===== src/sv/bop_pkg.sv =====
// Shared types and constants of the bouncing object pool.
// Request and result payloads, slot record, configuration set and codes; no dependencies.
`default_nettype none

package bop_pkg;

    // Pool geometry and report limit
    localparam int POOL_SIZE_DEF = 16;
    localparam int MAX_REPORTS   = 16;

    // Configuration port address width: six registers at byte address 4*i
    localparam int APB_AW = 5;

    // Register indexes
    localparam logic [2:0] REG_X_MIN       = 3'd0;
    localparam logic [2:0] REG_X_MAX       = 3'd1;
    localparam logic [2:0] REG_Y_MIN       = 3'd2;
    localparam logic [2:0] REG_Y_MAX       = 3'd3;
    localparam logic [2:0] REG_LIFETIME    = 3'd4;
    localparam logic [2:0] REG_BLINK_START = 3'd5;

    // Register reset values
    localparam logic signed [15:0] X_MIN_RST       = 16'sd0;
    localparam logic signed [15:0] X_MAX_RST       = 16'sd5120;
    localparam logic signed [15:0] Y_MIN_RST       = 16'sd0;
    localparam logic signed [15:0] Y_MAX_RST       = 16'sd3840;
    localparam logic [11:0]        LIFETIME_RST    = 12'd600;
    localparam logic [11:0]        BLINK_START_RST = 12'd60;

    // Request actions
    localparam logic [1:0] ACT_CREATE = 2'd0;
    localparam logic [1:0] ACT_TICK   = 2'd1;
    localparam logic [1:0] ACT_DELETE = 2'd2;

    // Result kinds
    localparam logic [1:0] KIND_CREATE = 2'd0;
    localparam logic [1:0] KIND_REPORT = 2'd1;
    localparam logic [1:0] KIND_DELETE = 2'd2;

    typedef struct packed {
        logic [1:0]         action;
        logic [2:0]         item_type;
        logic signed [15:0] pos_x;
        logic signed [15:0] pos_y;
        logic               move_left;
        logic [3:0]         slot;
    } t_in_item;

    typedef struct packed {
        logic [1:0]         kind;
        logic               pool_full;
        logic [3:0]         slot_index;
        logic               active;
        logic               visible;
        logic signed [15:0] obj_x;
        logic signed [15:0] obj_y;
        logic [2:0]         obj_type;
        logic               last;
    } t_out_item;

    // One slot as held in the slot memory
    typedef struct packed {
        logic [2:0]         obj_type;
        logic signed [15:0] x;
        logic signed [15:0] y;
        logic               vx_neg;
        logic               vy_neg;
        logic [11:0]        life;
    } t_slot_rec;

    typedef struct packed {
        logic signed [15:0] x_min;
        logic signed [15:0] x_max;
        logic signed [15:0] y_min;
        logic signed [15:0] y_max;
        logic [11:0]        lifetime;
        logic [11:0]        blink_start;
    } t_cfg;

endpackage

`default_nettype wire


===== src/sv/bop_slot_mem.sv =====
// Slot record memory of the object pool: one write port, one registered read port.
// Depends on bop_pkg for the slot record type.
`default_nettype none

module bop_slot_mem #(
    parameter int DEPTH = bop_pkg::POOL_SIZE_DEF,
    parameter int AW    = $clog2(bop_pkg::POOL_SIZE_DEF)
) (
    input  wire logic               i_clk,
    input  wire logic               i_wr_en,
    input  wire logic [AW-1:0]      i_wr_addr,
    input  wire bop_pkg::t_slot_rec i_wr_data,
    input  wire logic               i_rd_en,
    input  wire logic [AW-1:0]      i_rd_addr,
    output bop_pkg::t_slot_rec      o_rd_data
);
    import bop_pkg::*;

    t_slot_rec r_mem [DEPTH];
    t_slot_rec r_rd_data;

    // Write port
    always_ff @(posedge i_clk) begin
        if (i_wr_en) begin
            r_mem[i_wr_addr] <= i_wr_data;
        end
    end

    // Read port; the data holds while no read is issued.
    always_ff @(posedge i_clk) begin
        if (i_rd_en) begin
            r_rd_data <= r_mem[i_rd_addr];
        end
    end

    assign o_rd_data = r_rd_data;

endmodule

`default_nettype wire


===== src/sv/bop_slot_update.sv =====
// Per-slot tick update: moves both axes, clamps to the box with bounce, counts life down.
// Depends on bop_pkg for the slot record and configuration types.
`default_nettype none

module bop_slot_update (
    input  wire bop_pkg::t_slot_rec i_cur,
    input  wire bop_pkg::t_cfg      i_cfg,
    output bop_pkg::t_slot_rec      o_nxt,
    output logic                    o_expire
);
    import bop_pkg::*;

    // Two pixels per tick in Q12.4
    localparam logic signed [16:0] SPEED = 17'sd32;

    // Returns {velocity negative, new position}. The lower clamp is tried first, then
    // the upper one, and each clamp that fires reverses the velocity.
    function automatic logic [16:0] move_axis(
        input logic signed [15:0] pos,
        input logic               neg,
        input logic signed [15:0] lo,
        input logic signed [15:0] hi
    );
        logic signed [16:0] v;
        logic signed [16:0] lo_e;
        logic signed [16:0] hi_e;
        logic               n;
        lo_e = 17'(lo);
        hi_e = 17'(hi);
        v    = 17'(pos) + (neg ? -SPEED : SPEED);
        n    = neg;
        if (lo_e > v) begin
            v = lo_e;
            n = !n;
        end
        if (hi_e < v) begin
            v = hi_e;
            n = !n;
        end
        // After the clamps the value always fits in 16 bits.
        return {n, v[15:0]};
    endfunction

    logic [16:0] x_res;
    logic [16:0] y_res;

    assign x_res = move_axis(i_cur.x, i_cur.vx_neg, i_cfg.x_min, i_cfg.x_max);
    assign y_res = move_axis(i_cur.y, i_cur.vy_neg, i_cfg.y_min, i_cfg.y_max);

    // New record; life is meaningless once the slot expires.
    always_comb begin
        o_nxt          = i_cur;
        o_nxt.x        = x_res[15:0];
        o_nxt.vx_neg   = x_res[16];
        o_nxt.y        = y_res[15:0];
        o_nxt.vy_neg   = y_res[16];
        o_nxt.life     = i_cur.life - 12'd1;
    end

    assign o_expire = (i_cur.life == 12'd0);

endmodule

`default_nettype wire


===== src/sv/bop_regs.sv =====
// Configuration register file of the object pool on an APB-style port.
// Depends on bop_pkg for register indexes, reset values and the configuration type.
`default_nettype none

module bop_regs (
    input  wire logic                       i_clk,
    input  wire logic                       i_rst_n,
    input  wire logic                       psel,
    input  wire logic                       penable,
    input  wire logic                       pwrite,
    input  wire logic [bop_pkg::APB_AW-1:0] paddr,
    input  wire logic [31:0]                pwdata,
    output logic [31:0]                     prdata,
    output logic                            pready,
    output bop_pkg::t_cfg                   o_cfg
);
    import bop_pkg::*;

    t_cfg       r_cfg;
    t_cfg       n_cfg;
    logic [2:0] reg_idx;
    logic       wr_req;

    assign pready  = 1'b1;
    assign reg_idx = paddr[APB_AW-1:2];
    assign wr_req  = psel && penable && pwrite && pready;

    // Write decode
    always_comb begin
        n_cfg = r_cfg;
        if (wr_req) begin
            unique case (reg_idx)
                REG_X_MIN:       n_cfg.x_min       = pwdata[15:0];
                REG_X_MAX:       n_cfg.x_max       = pwdata[15:0];
                REG_Y_MIN:       n_cfg.y_min       = pwdata[15:0];
                REG_Y_MAX:       n_cfg.y_max       = pwdata[15:0];
                REG_LIFETIME:    n_cfg.lifetime    = pwdata[11:0];
                REG_BLINK_START: n_cfg.blink_start = pwdata[11:0];
                default: ;
            endcase
        end
    end

    always_ff @(posedge i_clk) begin
        if (!i_rst_n) begin
            r_cfg.x_min       <= X_MIN_RST;
            r_cfg.x_max       <= X_MAX_RST;
            r_cfg.y_min       <= Y_MIN_RST;
            r_cfg.y_max       <= Y_MAX_RST;
            r_cfg.lifetime    <= LIFETIME_RST;
            r_cfg.blink_start <= BLINK_START_RST;
        end else begin
            r_cfg <= n_cfg;
        end
    end

    // Read mux; bounds read back sign-extended.
    always_comb begin
        unique case (reg_idx)
            REG_X_MIN:       prdata = 32'(r_cfg.x_min);
            REG_X_MAX:       prdata = 32'(r_cfg.x_max);
            REG_Y_MIN:       prdata = 32'(r_cfg.y_min);
            REG_Y_MAX:       prdata = 32'(r_cfg.y_max);
            REG_LIFETIME:    prdata = {20'd0, r_cfg.lifetime};
            REG_BLINK_START: prdata = {20'd0, r_cfg.blink_start};
            default:         prdata = 32'd0;
        endcase
    end

    assign o_cfg = r_cfg;

endmodule

`default_nettype wire


===== src/sv/bouncing_object_pool_core.sv =====
// Bouncing object pool: a pool of POOL_SIZE moving objects kept in a slot memory.
// Requests arrive on a valid/ready channel (create, tick, delete); results leave on a
// valid/ready channel from one output register, so a new request is taken while the
// last result still waits. Bounds, lifetime and blink threshold sit in an APB register
// file that must be written by the user only while the block is idle; the block does not enforce it.
// Create probes one live bit per cycle from the rotating search pointer, the final probe
// waiting for a free output register, and gives one result (pool_full set if every slot is live).
// Tick streams the slot memory through a read-modify-write loop, one slot per cycle while
// the output register can take each report, and returns one report for each of the first
// REPORTS slots (slots 0 to 15 by default), the final one marked last. Delete gives one
// result once the output register is free. A request is accepted only when the previous
// one has finished.
// When the receiver stalls, each step that loads the output register is held until the
// register is free again. Reset empties the pool at once through per-slot live bits
// (no clearing pass) and sets the search pointer to zero; record contents of free
// slots are never shown.
// Depends on bop_pkg, bop_regs, bop_slot_mem and bop_slot_update.
`default_nettype none

module bouncing_object_pool_core #(
    parameter int POOL_SIZE = bop_pkg::POOL_SIZE_DEF
) (
    input  wire logic                       i_clk,
    input  wire logic                       i_rst_n,
    input  wire logic                       i_in_valid,
    output logic                            o_in_ready,
    input  wire bop_pkg::t_in_item          i_in_data,
    output logic                            o_out_valid,
    input  wire logic                       i_out_ready,
    output bop_pkg::t_out_item              o_out_data,
    input  wire logic                       psel,
    input  wire logic                       penable,
    input  wire logic                       pwrite,
    input  wire logic [bop_pkg::APB_AW-1:0] paddr,
    input  wire logic [31:0]                pwdata,
    output logic [31:0]                     prdata,
    output logic                            pready
);
    import bop_pkg::*;

    localparam int IW      = (POOL_SIZE > 1) ? $clog2(POOL_SIZE) : 1;
    localparam int REPORTS = (POOL_SIZE < MAX_REPORTS) ? POOL_SIZE : MAX_REPORTS;
    localparam logic [IW-1:0] LAST_SLOT  = IW'(POOL_SIZE - 1);
    localparam logic [IW:0]   SLOT_COUNT = (IW + 1)'(POOL_SIZE);
    localparam logic [6:0]    POOL_EXT   = 7'(POOL_SIZE);
    localparam logic [6:0]    REP_EXT    = 7'(REPORTS);
    localparam logic [6:0]    REP_LAST   = 7'(REPORTS - 1);

    typedef enum logic [3:0] {
        S_IDLE = 4'b0001,
        S_SCAN = 4'b0010,
        S_TICK = 4'b0100,
        S_DEL  = 4'b1000
    } t_state;

    function automatic logic vis_of(input logic [11:0] life, input logic [11:0] blink);
        return (life > blink) || life[0];
    endfunction

    t_state             r_state, n_state;
    t_in_item           r_req, n_req;
    logic [POOL_SIZE-1:0] r_live, n_live;
    logic [IW-1:0]      r_ptr, n_ptr;
    logic [IW-1:0]      r_cnt, n_cnt;
    logic [IW:0]        r_rd_idx, n_rd_idx;
    logic               r_pv, n_pv;
    logic [IW-1:0]      r_pidx, n_pidx;
    logic               r_out_vld, n_out_vld;
    t_out_item          r_out, n_out;

    t_cfg       cfg;
    t_slot_rec  rd_data;
    t_slot_rec  upd_rec;
    logic       upd_expire;
    logic       wr_en;
    logic [IW-1:0] wr_addr;
    t_slot_rec  wr_data;
    t_slot_rec  new_rec;

    logic       req_acc;
    logic       out_free;
    logic       out_load;
    logic       probe_free;
    logic       probe_last;
    logic       probe_fin;
    logic [IW-1:0] ptr_inc;
    logic [6:0] del_ext;
    logic       del_hit;
    logic [IW-1:0] del_idx;
    logic       rd_more;
    logic       p_report;
    logic       p_live;
    logic       consume;
    logic       advance;
    logic       issue;

    // Configuration registers
    bop_regs u_regs (
        .i_clk   (i_clk),
        .i_rst_n (i_rst_n),
        .psel    (psel),
        .penable (penable),
        .pwrite  (pwrite),
        .paddr   (paddr),
        .pwdata  (pwdata),
        .prdata  (prdata),
        .pready  (pready),
        .o_cfg   (cfg)
    );

    // Slot record memory
    bop_slot_mem #(
        .DEPTH (POOL_SIZE),
        .AW    (IW)
    ) u_mem (
        .i_clk     (i_clk),
        .i_wr_en   (wr_en),
        .i_wr_addr (wr_addr),
        .i_wr_data (wr_data),
        .i_rd_en   (issue),
        .i_rd_addr (r_rd_idx[IW-1:0]),
        .o_rd_data (rd_data)
    );

    // Motion and life update of the slot last read from the memory
    bop_slot_update u_upd (
        .i_cur    (rd_data),
        .i_cfg    (cfg),
        .o_nxt    (upd_rec),
        .o_expire (upd_expire)
    );

    // Handshake and shared conditions
    assign o_in_ready = (r_state == S_IDLE);
    assign req_acc    = i_in_valid && o_in_ready;
    assign out_free   = !r_out_vld || i_out_ready;

    // Create search
    assign probe_free = !r_live[r_ptr];
    assign probe_last = (r_cnt == LAST_SLOT);
    assign probe_fin  = probe_free || probe_last;
    assign ptr_inc    = (r_ptr == LAST_SLOT) ? '0 : r_ptr + 1'b1;

    always_comb begin
        new_rec          = '0;
        new_rec.obj_type = r_req.item_type;
        new_rec.x        = r_req.pos_x;
        new_rec.y        = r_req.pos_y;
        new_rec.vx_neg   = r_req.move_left;
        new_rec.vy_neg   = 1'b0;
        new_rec.life     = cfg.lifetime;
    end

    // Delete target
    assign del_ext = 7'(r_req.slot);
    assign del_hit = (del_ext < POOL_EXT);
    assign del_idx = del_ext[IW-1:0];

    // Tick stream: the read stage runs one slot ahead of the update stage.
    assign rd_more  = (r_rd_idx != SLOT_COUNT);
    assign p_report = (7'(r_pidx) < REP_EXT);
    assign p_live   = r_live[r_pidx];
    assign consume  = (r_state == S_TICK) && r_pv && (!p_report || out_free);
    assign advance  = !r_pv || consume;
    assign issue    = (r_state == S_TICK) && advance && rd_more;

    // Sequencer
    always_comb begin
        n_state   = r_state;
        n_req     = r_req;
        n_live    = r_live;
        n_ptr     = r_ptr;
        n_cnt     = r_cnt;
        n_rd_idx  = r_rd_idx;
        n_pv      = r_pv;
        n_pidx    = r_pidx;
        n_out     = r_out;
        out_load  = 1'b0;
        wr_en     = 1'b0;
        wr_addr   = r_pidx;
        wr_data   = upd_rec;

        unique case (r_state)
            S_IDLE: begin
                if (req_acc) begin
                    n_req    = i_in_data;
                    n_cnt    = '0;
                    n_rd_idx = '0;
                    n_pv     = 1'b0;
                    unique case (i_in_data.action)
                        ACT_CREATE: n_state = S_SCAN;
                        ACT_TICK:   n_state = S_TICK;
                        ACT_DELETE: n_state = S_DEL;
                        default:    n_state = S_IDLE;
                    endcase
                end
            end

            S_SCAN: begin
                // Every probe moves the pointer on, the final one included.
                if (!probe_fin || out_free) begin
                    n_ptr = ptr_inc;
                    n_cnt = r_cnt + 1'b1;
                end
                if (probe_fin && out_free) begin
                    out_load   = 1'b1;
                    n_state    = S_IDLE;
                    n_out      = '0;
                    n_out.kind = KIND_CREATE;
                    n_out.last = 1'b1;
                    if (probe_free) begin
                        wr_en            = 1'b1;
                        wr_addr          = r_ptr;
                        wr_data          = new_rec;
                        n_live[r_ptr]    = 1'b1;
                        n_out.slot_index = 4'(r_ptr);
                        n_out.active     = 1'b1;
                        n_out.visible    = vis_of(cfg.lifetime, cfg.blink_start);
                        n_out.obj_x      = r_req.pos_x;
                        n_out.obj_y      = r_req.pos_y;
                        n_out.obj_type   = r_req.item_type;
                    end else begin
                        n_out.pool_full  = 1'b1;
                    end
                end
            end

            S_TICK: begin
                if (issue) begin
                    n_rd_idx = r_rd_idx + 1'b1;
                    n_pidx   = r_rd_idx[IW-1:0];
                end
                if (advance) begin
                    n_pv = issue;
                end
                if (consume) begin
                    if (p_live) begin
                        wr_en   = 1'b1;
                        wr_addr = r_pidx;
                        wr_data = upd_rec;
                        if (upd_expire) begin
                            n_live[r_pidx] = 1'b0;
                        end
                    end
                    if (p_report) begin
                        out_load         = 1'b1;
                        n_out            = '0;
                        n_out.kind       = KIND_REPORT;
                        n_out.slot_index = 4'(r_pidx);
                        n_out.last       = (7'(r_pidx) == REP_LAST);
                        if (p_live && !upd_expire) begin
                            n_out.active   = 1'b1;
                            n_out.visible  = vis_of(upd_rec.life, cfg.blink_start);
                            n_out.obj_x    = upd_rec.x;
                            n_out.obj_y    = upd_rec.y;
                            n_out.obj_type = upd_rec.obj_type;
                        end
                    end
                    if (r_pidx == LAST_SLOT) begin
                        n_state = S_IDLE;
                    end
                end
            end

            S_DEL: begin
                if (out_free) begin
                    out_load         = 1'b1;
                    n_state          = S_IDLE;
                    n_out            = '0;
                    n_out.kind       = KIND_DELETE;
                    n_out.slot_index = r_req.slot;
                    n_out.last       = 1'b1;
                    if (del_hit) begin
                        n_live[del_idx] = 1'b0;
                    end
                end
            end

            default: n_state = S_IDLE;
        endcase
    end

    // Output register valid
    always_comb begin
        n_out_vld = r_out_vld && !i_out_ready;
        if (out_load) begin
            n_out_vld = 1'b1;
        end
    end

    // Control registers
    always_ff @(posedge i_clk) begin
        if (!i_rst_n) begin
            r_state   <= S_IDLE;
            r_live    <= '0;
            r_ptr     <= '0;
            r_cnt     <= '0;
            r_rd_idx  <= '0;
            r_pv      <= 1'b0;
            r_out_vld <= 1'b0;
        end else begin
            r_state   <= n_state;
            r_live    <= n_live;
            r_ptr     <= n_ptr;
            r_cnt     <= n_cnt;
            r_rd_idx  <= n_rd_idx;
            r_pv      <= n_pv;
            r_out_vld <= n_out_vld;
        end
    end

    // Payload registers
    always_ff @(posedge i_clk) begin
        r_req  <= n_req;
        r_pidx <= n_pidx;
        r_out  <= n_out;
    end

    assign o_out_valid = r_out_vld;
    assign o_out_data  = r_out;

`ifndef SYNTHESIS
    // The write-back of one slot never meets the read of the same slot.
    a_no_rmw_overlap: assert property (@(posedge i_clk) disable iff (!i_rst_n)
        (consume && p_live && issue) |-> (r_pidx != r_rd_idx[IW-1:0]))
        else $error("tick write-back and read target the same slot");

    // A pool-full answer is given only when every slot is live.
    a_full_means_full: assert property (@(posedge i_clk) disable iff (!i_rst_n)
        (out_load && n_out.pool_full) |-> (&r_live))
        else $error("pool full reported with a free slot");

    // The search pointer stays inside the pool.
    a_ptr_range: assert property (@(posedge i_clk) disable iff (!i_rst_n)
        r_ptr <= LAST_SLOT)
        else $error("search pointer out of range");

    // An accepted create request starts the search in the next cycle.
    a_create_scans: assert property (@(posedge i_clk) disable iff (!i_rst_n)
        (req_acc && (i_in_data.action == ACT_CREATE)) |=> (r_state == S_SCAN))
        else $error("create request did not start a search");
`endif

endmodule

`default_nettype wire


===== config.mk =====
export PLATFORM = sky130hd
export DESIGN_NAME = bouncing_object_pool_core
export DESIGN_NICKNAME = d
export VERILOG_FILES = /design/src/sv/bop_pkg.sv /design/src/sv/bop_slot_mem.sv /design/src/sv/bop_slot_update.sv /design/src/sv/bop_regs.sv /design/src/sv/bouncing_object_pool_core.sv
export SDC_FILE = /design/constraint.sdc
export NUM_CORES = 1
export LEC_CHECK = 0
export ABC_AREA = 1
export BUFFER_PORTS_ARGS = -buffer_cell sky130_fd_sc_hd__buf_2
export CAP_MARGIN = 40
export CORE_MARGIN = 2
export CORE_UTILIZATION = 40
export DETAILED_ROUTE_END_ITERATION = 6
export HOLD_SLACK_MARGIN = 0.05
export SETUP_SLACK_MARGIN = 0.3
export SYNTH_ARGS = -nofsm -noshare
export SYNTH_HDL_FRONTEND = slang
export SYNTH_SLANG_ARGS = --single-unit

===== constraint.sdc =====
create_clock -name i_clk -period 5.23 [get_ports i_clk]
set_input_delay 0.7845 -clock i_clk [delete_from_list [all_inputs] [get_ports i_clk]]
set_output_delay 0.7845 -clock i_clk [all_outputs]
set_load 0.01 [all_outputs]

==> run_results.csv, run 1 <==
group,metric,value,unit
global_routing,grt_pass1_wl,203.4,mm
sta,layout_setup_ws,-177.4,ps
sta,hold_violations,0,
setup_path,crit_buf_inv,6,
synth,synth-seq-area-share,66.29,%
synth,synth_cells,4067,
place,dp_hpwl,83.69,mm
hold_path,holdPathStages,1,
die,dieArea,116400,um2
run,maxCapViolCount,0,
synth,ys.flop_type,"edfxtp_1",
final_layout,stdcell_count,5970,
cts,clk_pin_slew,60,ps
setup_path,slowest_stage,"edfxtp_1",
cts,cts_sinks,1045,
detailed_routing,postRouteAntennaNets,0,
final_layout,fin_nets,4588,
power_and_ir_drop,p_leak,19.81,nW
setup_path,critPathLaunchType,"flip-flop",
power_and_ir_drop,power.density,525.0,nW/um2
synth,ys_ff_latch,1045,
global_routing,grt_max_degree,208,
die,start_util,40.37,%
sta,skew,35.02,ps
cts,cts_root_buffer,"clkbuf_16",
synth,yosysMostFrequentCell,"edfxtp_1",
setup_path,rr_worst_depth,39,
die,num_rows,123,
synth,avgSynthCellArea,11.18,um2
hold_path,hold_start,"i_in_data[9]",
global_routing,track_usage,23.22,%
die,die_w,341.2,um
synth,yosys_warnings,0,
synth,synth_top_area_cell,"edfxtp_1",
cts,tritoncts,"yes",
synth,ys_top_cells_by_count,"922 x edfxtp_1, 574 x o21ai_0, 551 x nor2_1",
final_layout,syn_to_final_growth,20.92,%
detailed_routing,vias,33553,
die,die_h,341.2,um
cts,clk-insertion-delay-late,690,ps
sta,fin_crit_sh,103.4,%
setup_path,cp_common_cell,"nand2_2",
hold_path,hold_end,"new_rec[18]$_DFFE_PP_",
synth,synth_top_area_share,60.88,%
setup_path,rr_startpoint,"u_mem.o_rd_data[13]$_DFFE_PP_",
detailed_routing,wl_per_cell,23.34,um
detailed_routing,drt_first_pass_iters,6,
place,gp_congestion,0.9292,
synth,synth_edf_count,922,
sta,grt_setup_unrepaired,"yes",
global_routing,overflow,0,
power_and_ir_drop,ir_worst_vdd,0.0004720,V
detailed_routing,via_per_inst,5.620,
cts,cts_buffer_depth,3,
final_layout,drive_gt1_share,19.15,%
setup_path,critPathTopFamily,"simple AND/OR/NAND/NOR gates",
setup_path,cp-end-kind,"flip-flop",
setup_path,rrSetupSlack,-180,ps
sta,period_needed,5407,ps
detailed_routing,drt-initial-drc-count,3780,
status,violations,"negative setup slack",
synth,async_flop_share,0,%
sta,max_freq,0.1849,GHz
sta,worstMarginPinSlew,965.6,ps
place,dp.cells,5723,
synth,synth_nets,4270,
sta,maxSlewViolCount,0,
die,boundaryPins,166,
place,port-buffer-count,146,
hold_path,hold_path_class,"primary input to flip-flop",
global_routing,first_global_vias,31499,
global_routing,antenna_found_initial,3,
setup_path,crit_fanout,8,
final_layout,antenna_cells,0,
setup_path,crit_arrival,5920,ps
synth,synth_area_leaders,"edfxtp_1 61%, o21ai_0 6.3%, dfxtp_1 5.4%, nor2_1 4.5%, nand2_1 4.0%",
setup_path,r2r_end,"u_mem.r_mem[7][38]$_DFFE_PP_",
synth,synth_area,45480,um2
cts,cts_buffers,104,
die,coreArea,112700,um2
setup_path,cp.required,5740,ps
sta,whs,267.4,ps
status,status,"finished, violations left",
detailed_routing,drc,0,
detailed_routing,wl,139.3,mm
setup_path,critical_path_class,"flip-flop to flip-flop",
setup_path,critical_path.max_stage_delay,390,ps
final_layout,fin_util,48.82,%
sta,relSlewSlack,35.63,%
synth,ys_types,59,
cts,cts_max_level,3,
sta,setup_viol,551,
## worst max path at each step
stage	startpoint	to	slack, ps	cells past startpoint
finish	u_mem.o_rd_data[13]$_DFFE_PP_	u_mem.r_mem[7][38]$_DFFE_PP_	-180	39
global route	u_mem.o_rd_data[12]$_DFFE_PP_	u_mem.r_mem[12][15]$_DFFE_PP_	-480	33
CTS	u_mem.o_rd_data[13]$_DFFE_PP_	u_mem.r_mem[7][38]$_DFFE_PP_	7	37
detailed placement	u_mem.o_rd_data[13]$_DFFE_PP_	u_mem.r_mem[6][43]$_DFFE_PP_	-340	36
global placement	u_mem.o_rd_data[13]$_DFFE_PP_	u_mem.r_mem[15][43]$_DFFE_PP_	-300	37
floorplan	u_mem.o_rd_data[13]$_DFFE_PP_	u_mem.r_mem[0][44]$_DFFE_PP_	260	35
## placed cells by master, fill, tap and decap left out, types with 17 or more instances in the layout
cell / count
o21ai_1: 28
a21oi_1: 125
nor3_1: 22
o21ai_0: 540
nor2_4: 21
edfxtp_1: 922
buf_2: 146
o221ai_1: 92
nand2_1: 425
a31oi_1: 18
o22ai_1: 127
ha_1: 100
nand3_2: 26
inv_1: 200
o211ai_1: 29
buf_4: 230
nor2_1: 521
nand3_1: 192
nand2_2: 64
nand4_1: 25
xor2_1: 17
dfxtp_1: 120
buf_12: 43
nand2_4: 27
clkinv_1: 26
clkbuf_16: 110
## flip-flops by register name (all words and copies together), names as in the netlist
name and flops:
r_state 4, r_live 16, del_idx 4, u_mem.o_rd_data 49, r_pidx 4, new_rec 36
r_cnt 4, o_out_valid 1, r_ptr 4, u_regs.o_cfg 88, r_rd_idx 5, o_out_data 45
r_pv 1, u_mem.r_mem 784
## final cells by class
cell class                 count  area (um2)
tap                         1500        1877
sequential                  1045       30160
clock inverter                67       740.7
fill                       10022       57660
inverter                     218       830.8
multi-input combinational   2579       14990
timing repair buffer         437        3617
clock buffer                 124        2773
## routing by layer
metal | wire length, um | global-route usage (%) | share of wire [%]
met5 | 0 | 0 | 0
met4 | 3724 | 6.718 | 2.7
met3 | 10550 | 2.717 | 7.6
met2 | 65830 | 37.78 | 47
met1 | 59240 | 32.82 | 43
## worst reg2reg max path: cells and delay by family, from the launching register on
family,cells,cell delay [ps]
AO/OA/AOI/OAI,7,1060
XOR/XNOR,1,240
flip-flops,1,390
buffers and inverters,6,900
AND/OR/NAND/NOR,22,1870
adder cells (fa/ha/maj),3,800
## metrics by stage
stage / worst slack [ps] / power, mW / cell area, um2 / setup TNS, ps
global placement: -302.1 / 19.85 / 49820 / -116170
finish: -177.4 / 28.87 / 54990 / -67050
floorplan: 258.6 / 16.15 / 45790 / 0
CTS: 6.731 / 28.43 / 54410 / 0
detailed placement: -341.6 / 20.03 / 49970 / -138120
global route: -479.1 / 30.21 / 54990 / -218280
## power breakdown
| part | internal [mW] | switching (mW) | total, mW |
|---|---|---|---|
| sequential | 10.8 | 0.272 | 11.0 |
| clock | 4.44 | 3.25 | 7.69 |
| combinational | 3.58 | 6.57 | 10.2 |
| total | 18.8 | 10.1 | 28.9 |
## logic make-up after synthesis
| family | synth area share (%) |
|---|---|
| flip-flops | 66.29 |
| AO/OA/AOI/OAI | 13.32 |
| AND/OR/NAND/NOR | 12.59 |
| buffers and inverters | 4.003 |
| XOR/XNOR | 0.5392 |
| other | 0.008245 |
| adder cells (fa/ha/maj) | 3.252 |
## repair_timing
action | CTS | global route
gates cloned | 10 | 5
resized for setup | 144 | 82
buffers inserted | 22 | 19
pin swaps | 56 | 26
hold buffers | 0 | 0
setup endpoints to repair | 576 | 576
Note: power is estimated with default switching activity, not from simulation.
==> run 2, diff against run 1 <==
--- a/config.mk
+++ b/config.mk
@@ -12,7 +12,9 @@
 export CORE_UTILIZATION = 40
 export DETAILED_ROUTE_END_ITERATION = 6
 export HOLD_SLACK_MARGIN = 0.05
+export REMOVE_ABC_BUFFERS = 1
 export SETUP_SLACK_MARGIN = 0.3
 export SYNTH_ARGS = -nofsm -noshare
 export SYNTH_HDL_FRONTEND = slang
 export SYNTH_SLANG_ARGS = --single-unit
+export TNS_END_PERCENT = 5
==> constraint.sdc (replaced) <==
create_clock -name i_clk -period 5.23 [get_ports i_clk]
set_input_delay 0.7845 -clock i_clk [delete_from_list [all_inputs] [get_ports i_clk]]
set_output_delay 0.7845 -clock i_clk [all_outputs]
set_load 0.05 [all_outputs]
==> run_results.csv, run 2 (synthesized netlist as in run 1, its figures left out) <==
group,metric,value,unit
status,status,"finished, violations left",
status,violations,"negative setup slack",
setup_path,slowest_stage,"edfxtp_1",
sta,tns,-55180,ps
final_layout,syn_to_final_growth,20.70,%
place,port-buffer-count,146,
setup_path,critPathLaunchType,"flip-flop",
sta,period_needed,5465,ps
cts,clk-insertion-delay-late,710,ps
power_and_ir_drop,power.density,524.1,nW/um2
power_and_ir_drop,switching_share,34.33,%
cts,cts_buffers,106,
cts,cts_root_buffer,"clkbuf_16",
global_routing,grt_pass1_wl,202.3,mm
detailed_routing,wl_per_cell,23.28,um
setup_path,critical_path.max_stage_delay,510,ps
global_routing,antenna_found_initial,16,
global_routing,track_usage,23.23,%
cts,cts_max_level,3,
hold_path,holdPathStages,1,
detailed_routing,drt_first_pass_iters,6,
cts,cts_buffer_depth,3,
power_and_ir_drop,p_int,18.89,mW
cts,cts_hold_buf,0,
sta,layout_setup_ws,-235.4,ps
detailed_routing,drt-initial-drc-count,3625,
final_layout,drive_gt1_share,18.77,%
cts,cts_sinks,1045,
hold_path,hold_path_class,"primary input to flip-flop",
setup_path,crit_arrival,5900,ps
die,num_rows,123,
sta,relSlewSlack,24.92,%
power_and_ir_drop,ir_worst_vdd,0.0003758,V
global_routing,first_global_vias,31411,
sta,whs,247.4,ps
final_layout,fillers,10115,
global_routing,overflow,0,
die,boundaryPins,166,
setup_path,crit_fanout,8,
final_layout,fin_util,48.73,%
final_layout,fin_nets,4592,
setup_path,cp_common_cell,"nand2_1",
detailed_routing,drc,0,
final_layout,regMostFlops,"u_mem.r_mem",
detailed_routing,postRouteAntennaNets,0,
place,gp_congestion,0.9177,
detailed_routing,via_per_inst,5.593,
sta,maxSlewViolCount,0,
sta,hold_violations,0,
detailed_routing,wl,139.4,mm
power_and_ir_drop,switchingPower,9.878,mW
die,die_h,341.2,um
cts,tritoncts,"yes",
power_and_ir_drop,sequentialPowerShare,38.4,%
power_and_ir_drop,p_leak,19.75,nW
die,start_util,40.37,%
hold_path,hold_start,"i_in_data[3]",
setup_path,critical_path_class,"flip-flop to flip-flop",
die,coreArea,112700,um2
setup_path,rr_worst_depth,34,
setup_path,cp.required,5670,ps
power_and_ir_drop,p_clk_share,26.3,%
die,die_w,341.2,um
global_routing,grt_max_degree,183,
detailed_routing,vias,33499,
setup_path,r2r_end,"u_mem.r_mem[0][32]$_DFFE_PP_",
sta,skew,49.43,ps
setup_path,startpoint,"u_mem.o_rd_data[13]$_DFFE_PP_",
setup_path,rr_startpoint,"u_mem.o_rd_data[13]$_DFFE_PP_",
sta,worstMarginPinSlew,1126,ps
setup_path,rrSetupSlack,-240,ps
cts,clk_pin_slew,60,ps
die,dieArea,116400,um2
place,dp_hpwl,81.22,mm
sta,fin_crit_sh,104.5,%
sta,max_freq,0.1830,GHz
final_layout,final_cell_mix,"922 x edfxtp_1, 556 x o21ai_0, 521 x nor2_1",
power_and_ir_drop,p_comb_share,35.3,%
final_layout,final_common_cell,"edfxtp_1",
run,maxCapViolCount,0,
final_layout,largest_register_ffs,784,
sta,grt_setup_unrepaired,"yes",
setup_path,cp-end-kind,"flip-flop",
sta,setup_viol,496,
hold_path,hold_end,"del_idx[3]$_DFFE_PP_",
run 2: power groups by stage:
stage               sequential, mW  combinational (mW)  clock [mW]
floorplan                     11.6                4.51           0
global placement              11.2                8.30           0
detailed placement            11.2                8.45           0
CTS                           11.0                9.27        7.66
global route                  11.1                11.0        8.00
finish                        11.0                10.1        7.57
run 2: per-layer routing:
| metal | routed length (um) | track usage [%] | vias up |
|---|---|---|---|
| met3 | 10020 | 3.783 | 247 |
| met4 | 3813 | 7.195 | 10 |
| met5 | 64 | 0 | - |
| met1 | 62170 | 33.25 | 16547 |
| li1 | - | - | 15437 |
| met2 | 63350 | 36.28 | 1258 |
run 2: area by class of cell:
| cell class | count | area, um2 | share of cell area (%) |
|---|---|---|---|
| clock buffers | 140 | 2830 | 5.156 |
| well taps | 1500 | 1877 | 3.419 |
| inverters | 218 | 834.6 | 1.520 |
| flip-flops and latches | 1045 | 30160 | 54.94 |
| repair inverters | 1 | 7.507 | 0.01368 |
| multi-input cells | 2568 | 14750 | 26.86 |
| repair buffers | 449 | 3797 | 6.918 |
| diodes | 9 | 22.52 | 0.04103 |
| clock inverters | 59 | 616.8 | 1.124 |
run 2: per-stage QoR:
stage	power, mW	cell area [um2]	cells	setup WS, ps
2_1_floorplan	16.09	44480	3830	-12630
3_3_place_gp	19.52	49390	5712	-471.4
3_5_place_dp	19.66	49500	5718	-482.9
4_1_cts	27.98	53940	5962	-149.7
5_1_grt	30.11	54880	5984	-488.0
6_report	28.77	54890	5989	-235.4
run 2: repair_timing:
item / in CTS / in global routing
gates cloned: 5 / 9
buffers inserted: 40 / 9
endpoints found under the setup margin: 576 / 576
pin swaps: 42 / 81
resized for setup: 133 / 166
run 2: critical path: cells and delay by family, from the launching register on:
family | cells | cell delay, ps
AOI/OAI and AO/OA | 6 | 930
xor gates and xnor gates | 1 | 180
adders and majority gates | 3 | 1050
buffers and inverters | 8 | 1070
DFF | 1 | 510
and+or+nand+nor | 16 | 1430
run 2: worst max path at each step:
stage	to	slack (ps)	cells after the start
floorplan	u_mem.o_rd_data[0]$_DFFE_PP_	-12630	3
global placement	u_mem.r_mem[14][12]$_DFFE_PP_	-470	32
detailed placement	u_mem.r_mem[3][38]$_DFFE_PP_	-480	33
CTS	u_mem.r_mem[5][30]$_DFFE_PP_	-150	37
global route	u_mem.r_mem[13][40]$_DFFE_PP_	-490	37
finish	u_mem.r_mem[0][32]$_DFFE_PP_	-240	34
